**config.mk**
```make
export PLATFORM = sky130hd
export DESIGN_NAME = pip_datapath
export DESIGN_NICKNAME = d
export VERILOG_FILES = /design/src/rtl/pip_pkg.sv /design/src/rtl/pip_datapath.sv
export SDC_FILE = /design/constraint.sdc
export NUM_CORES = 2
export LEC_CHECK = 0
export BUFFER_PORTS_ARGS = -buffer_cell sky130_fd_sc_hd__buf_2
export CAP_MARGIN = 5
export CORE_MARGIN = 4
export CORE_UTILIZATION = 59
export DETAILED_ROUTE_END_ITERATION = 7
export PLACE_DENSITY = 0.72
export SYNTH_ARGS = -nofsm -noshare
export SYNTH_HDL_FRONTEND = slang
export SYNTH_SLANG_ARGS = --single-unit
```
**constraint.sdc**
```tcl
create_clock -name clk -period 16.8 [get_ports clk]
set_clock_uncertainty 0.2 [all_clocks]
set_input_delay 2.52 -clock clk [delete_from_list [all_inputs] [get_ports clk]]
set_output_delay 2.52 -clock clk [all_outputs]
set_load 0.03 [all_outputs]
```
**src/rtl/pip_pkg.sv**
```systemverilog
`timescale 1ns / 1ps
// ----------------------------------------------------------------------------
// pip_pkg: shared types and constants of the point-in-polygon test
// Request codes, store sizing, result kinds and the command and status
// bundles that join the controller to the datapath.
// ----------------------------------------------------------------------------
package pip_pkg;

  localparam int MAX_VERTICES = 64;
  localparam int COORD_W      = 16;
  localparam int TOTAL_W      = 7;
  localparam int MIN_VERTICES = 3;
  localparam int IDX_W        = $clog2(MAX_VERTICES);
  localparam int CNT_W        = $clog2(MAX_VERTICES + 1);
  localparam int DIFF_W       = COORD_W + 1;
  localparam int PROD_W       = 2 * DIFF_W;

  localparam logic [1:0] REQ_START  = 2'd0;
  localparam logic [1:0] REQ_APPEND = 2'd1;
  localparam logic [1:0] REQ_QUERY  = 2'd2;

  localparam logic [1:0] STS_OK   = 2'd0;
  localparam logic [1:0] STS_FEW  = 2'd1;
  localparam logic [1:0] STS_DROP = 2'd2;

  typedef enum logic [1:0] {
    RES_PLAIN,
    RES_FEW,
    RES_DROP,
    RES_QUERY
  } pip_res_kind_t;

  typedef struct packed {
    logic             wr_en;
    logic             wr_first;
    logic             query_start;
    logic             rd_en;
    logic             edge_en;
    logic [IDX_W-1:0] rd_addr;
    logic             result_en;
    pip_res_kind_t    res_kind;
  } pip_cmd_t;

  typedef struct packed {
    logic [CNT_W-1:0] count;
    logic             full;
  } pip_sts_t;

endpackage

```
**src/rtl/pip_datapath.sv**
```systemverilog
`timescale 1ns / 1ps
// ----------------------------------------------------------------------------
// pip_datapath: vertex store and edge evaluation pipeline
// Holds the polygon, evaluates one edge per cycle against the query point
// and registers the result beat.
// ----------------------------------------------------------------------------
module pip_datapath import pip_pkg::*; (
  input  logic                      clk,
  input  logic                      rst_n,
  input  pip_cmd_t                  cmd,
  input  logic signed [COORD_W-1:0] in_coord_x,
  input  logic signed [COORD_W-1:0] in_coord_y,
  output pip_sts_t                  sts,
  output logic                      out_inside_res,
  output logic                      out_on_boundary,
  output logic [1:0]                out_status,
  output logic [TOTAL_W-1:0]        out_vertex_total
);

  logic [2*COORD_W-1:0] mem [MAX_VERTICES];

  logic [CNT_W-1:0] count_r, count_nxt;
  logic [IDX_W-1:0] wr_addr;

  // query point
  logic signed [COORD_W-1:0] px_r, py_r;

  // read stage
  logic signed [COORD_W-1:0] x2_r, y2_r, x1_r, y1_r;
  logic                      v1_r, e1_r;

  // product stage
  logic signed [PROD_W-1:0] p_r, q_r;
  logic                     straddle_r, dypos_r, bbox_r, e2_r;

  // accumulators
  logic bnd_r, par_r;

  // results
  logic               inside_r, boundary_r;
  logic [1:0]         status_r;
  logic [TOTAL_W-1:0] total_r;

  logic signed [DIFF_W-1:0] dpx, dpy, ddx, ddy;
  logic signed [PROD_W-1:0] p_nxt, q_nxt;
  logic                     on_seg, crosses;

  always_comb begin
    count_nxt = count_r;
    wr_addr   = count_r[IDX_W-1:0];
    if (cmd.wr_en) begin
      if (cmd.wr_first) begin
        count_nxt = CNT_W'(1);
        wr_addr   = '0;
      end else begin
        count_nxt = count_r + 1'b1;
      end
    end
  end

  assign sts.count = count_r;
  assign sts.full  = (count_r == CNT_W'(MAX_VERTICES));

  always_ff @(posedge clk) begin
    if (cmd.wr_en) begin
      mem[wr_addr] <= {in_coord_x, in_coord_y};
    end
    if (cmd.rd_en) begin
      {x2_r, y2_r} <= mem[cmd.rd_addr];
    end
  end

  // edge runs from (x1,y1) to (x2,y2); both products share their factors
  // between the on-edge test and the ray test
  always_comb begin
    dpx   = DIFF_W'(px_r) - DIFF_W'(x1_r);
    dpy   = DIFF_W'(py_r) - DIFF_W'(y1_r);
    ddx   = DIFF_W'(x2_r) - DIFF_W'(x1_r);
    ddy   = DIFF_W'(y2_r) - DIFF_W'(y1_r);
    p_nxt = dpx * ddy;
    q_nxt = dpy * ddx;
  end

  assign on_seg  = (p_r == q_r) && bbox_r;
  assign crosses = straddle_r && (dypos_r ? (p_r < q_r) : (p_r > q_r));

  always_ff @(posedge clk) begin
    if (cmd.query_start) begin
      px_r <= in_coord_x;
      py_r <= in_coord_y;
    end
    if (v1_r) begin
      x1_r <= x2_r;
      y1_r <= y2_r;
    end
    p_r        <= p_nxt;
    q_r        <= q_nxt;
    straddle_r <= (y1_r > py_r) != (y2_r > py_r);
    dypos_r    <= (y2_r > y1_r);
    bbox_r     <= ((px_r >= x1_r) || (px_r >= x2_r)) && ((px_r <= x1_r) || (px_r <= x2_r))
               && ((py_r >= y1_r) || (py_r >= y2_r)) && ((py_r <= y1_r) || (py_r <= y2_r));
    if (cmd.result_en) begin
      total_r <= TOTAL_W'(count_nxt);
      case (cmd.res_kind)
        RES_FEW: begin
          inside_r   <= 1'b0;
          boundary_r <= 1'b0;
          status_r   <= STS_FEW;
        end
        RES_DROP: begin
          inside_r   <= 1'b0;
          boundary_r <= 1'b0;
          status_r   <= STS_DROP;
        end
        RES_QUERY: begin
          inside_r   <= bnd_r | par_r;
          boundary_r <= bnd_r;
          status_r   <= STS_OK;
        end
        default: begin
          inside_r   <= 1'b0;
          boundary_r <= 1'b0;
          status_r   <= STS_OK;
        end
      endcase
    end
  end

  always_ff @(posedge clk) begin
    if (!rst_n) begin
      count_r <= '0;
      v1_r    <= 1'b0;
      e1_r    <= 1'b0;
      e2_r    <= 1'b0;
      bnd_r   <= 1'b0;
      par_r   <= 1'b0;
    end else begin
      count_r <= count_nxt;
      v1_r    <= cmd.rd_en;
      e1_r    <= cmd.rd_en & cmd.edge_en;
      e2_r    <= e1_r;
      if (cmd.query_start) begin
        bnd_r <= 1'b0;
        par_r <= 1'b0;
      end else if (e2_r) begin
        bnd_r <= bnd_r | on_seg;
        par_r <= par_r ^ crosses;
      end
    end
  end

  assign out_inside_res   = inside_r;
  assign out_on_boundary  = boundary_r;
  assign out_status       = status_r;
  assign out_vertex_total = total_r;

endmodule

```
==> qor.csv <==
metric,value,unit
fp.dieH,438,µm
synthTopCellsByCount,"edfxtp_1, inv_1, mux4_2, fa_1, nand2_1",
first_pass_iters,5,
slew_headroom,14.6,%
layout.nets,7435,
core,183000,µm²
cpPeakStageDelay,610,ps
cp_max_fo,11,
tightest_slew,1280,ps
grt.busiest_layer,met2,
cts_buffers,212,
hold_buffers,0,
grt_max_degree,85,
wl,269,mm
rsz0062_at_grt,no,
required,17330,ps
synth.most_common_cell,edfxtp_1,
maxCapViolCount,0,
met3_usage,4.02,%
ys_warn_count,0,
tns,0,ps
grt_use_met2,47.7,%
netlist.area_leader.share,59.3,%
post-route-period-util,55.4,%
status,"finished, final reports clean",
drive_gt1_share,19.6,%
num_vias,57400,
grt_pass1_wl,401,mm
htree_levels,4,
antenna_found_initial,12,
hpwlAfterDp,167,mm
cts_tree,built,
cts_resized,0,
hp-class,register to register,
clockBufferDepth,3,
post_cts_buffers,0,
ys_seq_area_share,60.8,%
synth_fp_nets,7239,
area_delta_synth_final,10.2,%
drv_slew,0,
track_usage,28.7,%
drc,0,
worstPathArrival,9840,ps
clk_pin_slew,70,ps
hold_viol,0,
ios,67,
nFillCells,12400,
ant_nets,0,
synth_area_leaders,"edfxtp_1, mux4_2, fa_1",
clock-root-buffer,clkbuf_16,
die_width,438,µm
wire_per_inst,29.4,µm
ys.flop_type,edfxtp_1,
path_class,register to register,
ys_async_sr_fraction,0,%
post-route-util,65.5,%
ys_types,83,
via_per_inst,6.28,
period_minus_slack,9310,ps
initial_core_util,59.5,%
design.die.area,192000,µm²
start_kind,register,
port_buffers,66,
synth_top_cell_by_area,edfxtp_1,
clock-sinks,2238,
gr-total-overflow,0,
cp_slowest_cell,fa_1,
avgSynthCellArea,17.4,µm²
clk_latency,860,ps
grt_pass1_vias,59300,
synth-seq-cells,2238,
dr.first_iter.drc_count,6516,
syn_area,109000,µm²
synth_edf_count,2155,
setup_viol,0,
place_congestion,0.919,
gr-usage-met1,40.2,%
crit_path_end_kind,register,
rows,157,
max_freq,107,MHz
synth_cells,6291,
## placed cells by master (no fill, tap or decap), types with 12 or more instances in the layout
cell,instances
o211ai_1,17
nand4_1,29
buf_2,61
nor2_1,277
buf_4,145
bufinv_16,21
inv_1,744
dfxtp_1,83
a21oi_1,111
nand3_1,42
clkbuf_1,39
nand2b_1,36
and2_1,44
a211oi_1,12
edfxtp_1,2155
or2_2,12
nand2_1,360
fa_1,596
o21ai_0,59
clkinv_2,45
nor2_4,54
o21a_1,21
clkbuf_16,215
xnor2_1,106
mux4_2,666
clkinv_1,40
ha_1,304
nor2b_1,62
mux2i_1,12
xor2_1,38
a21o_1,35
nor3_1,29
## cell type report
class | instances | area [µm²] | area share, %
Clock buffer | 254 | 5530 | 4.60
Clock inverter | 133 | 1390 | 1.16
Tap cell | 2464 | 3080 | 2.56
Multi-Input combinational cell | 3078 | 39600 | 32.9
Inverter | 745 | 2800 | 2.33
Timing Repair Buffer | 212 | 1490 | 1.24
Antenna cell | 8 | 20.0 | 0.0166
Sequential cell | 2238 | 66400 | 55.2
## state kept, by name, indices dropped and copies added (netlist names), 2 cells and up
register,cells
y1_r,16
py_r,16
count_r,7
out_vertex_total,7
p_r,34
q_r,34
x1_r,16
mem,2048
y2_r,16
x2_r,16
out_status,2
px_r,16
## kinds of logic (layout without fill, tap and decap cells)
group	Yosys count	after routing	share of synthesized area [%]
AND/OR/NAND/NOR	989	989	4.03
adder cells (fa/ha/maj)	900	900	14.4
AO/OA/AOI/OAI	351	351	2.16
multiplexers	685	685	13.9
buffers and inverters	975	1344	3.43
other	0	8	0
XOR/XNOR	153	153	1.23
flip-flops	2238	2238	60.8
## metrics by stage
stage	instance area [µm²]	setup slack (ps)	hold WS, ps	cells
finish	120000	7490	238	9132
global route	120000	6980	249	9130
CTS	120000	7540	234	9124
detailed placement	113000	7560	232	8737
global placement	113000	7710	224	8737
floorplan	109000	8580	212	6291
## metal layers
layer	wire [µm]	part of all wire, %	vias up
met5	0	0	-
met4	9220	3.4	0
met3	22100	8.2	495
met2	135000	50	2904
met1	103000	38	30200
li1	-	-	23800
## critical path: cells and delay by family (launching register included)
| family | cells | cell delay, ps |
|---|---|---|
| xor gates and xnor gates | 1 | 560 |
| and+or+nand+nor | 3 | 720 |
| buffers and inverters | 7 | 410 |
| adders and majority gates | 9 | 3900 |
| DFF | 1 | 350 |
| AOI/OAI and AO/OA | 13 | 3070 |
## final timing paths
kind                     startpoint              end  slack (ps)  depth (start not counted)
hold reg to reg     e1_r$_SDFF_PN0_  e2_r$_SDFF_PN0_         240                          1
setup reg to reg  px_r[0]$_DFFE_PP_  p_r[32]$_DFF_P_        7490                         33
setup / recovery  px_r[0]$_DFFE_PP_  p_r[32]$_DFF_P_        7490                         33
hold / removal      e1_r$_SDFF_PN0_  e2_r$_SDFF_PN0_         240                          1
Power is left out: the tool's default activity adds up to more than one toggle a clock period on the data nets, which glitch-free logic cannot reach.
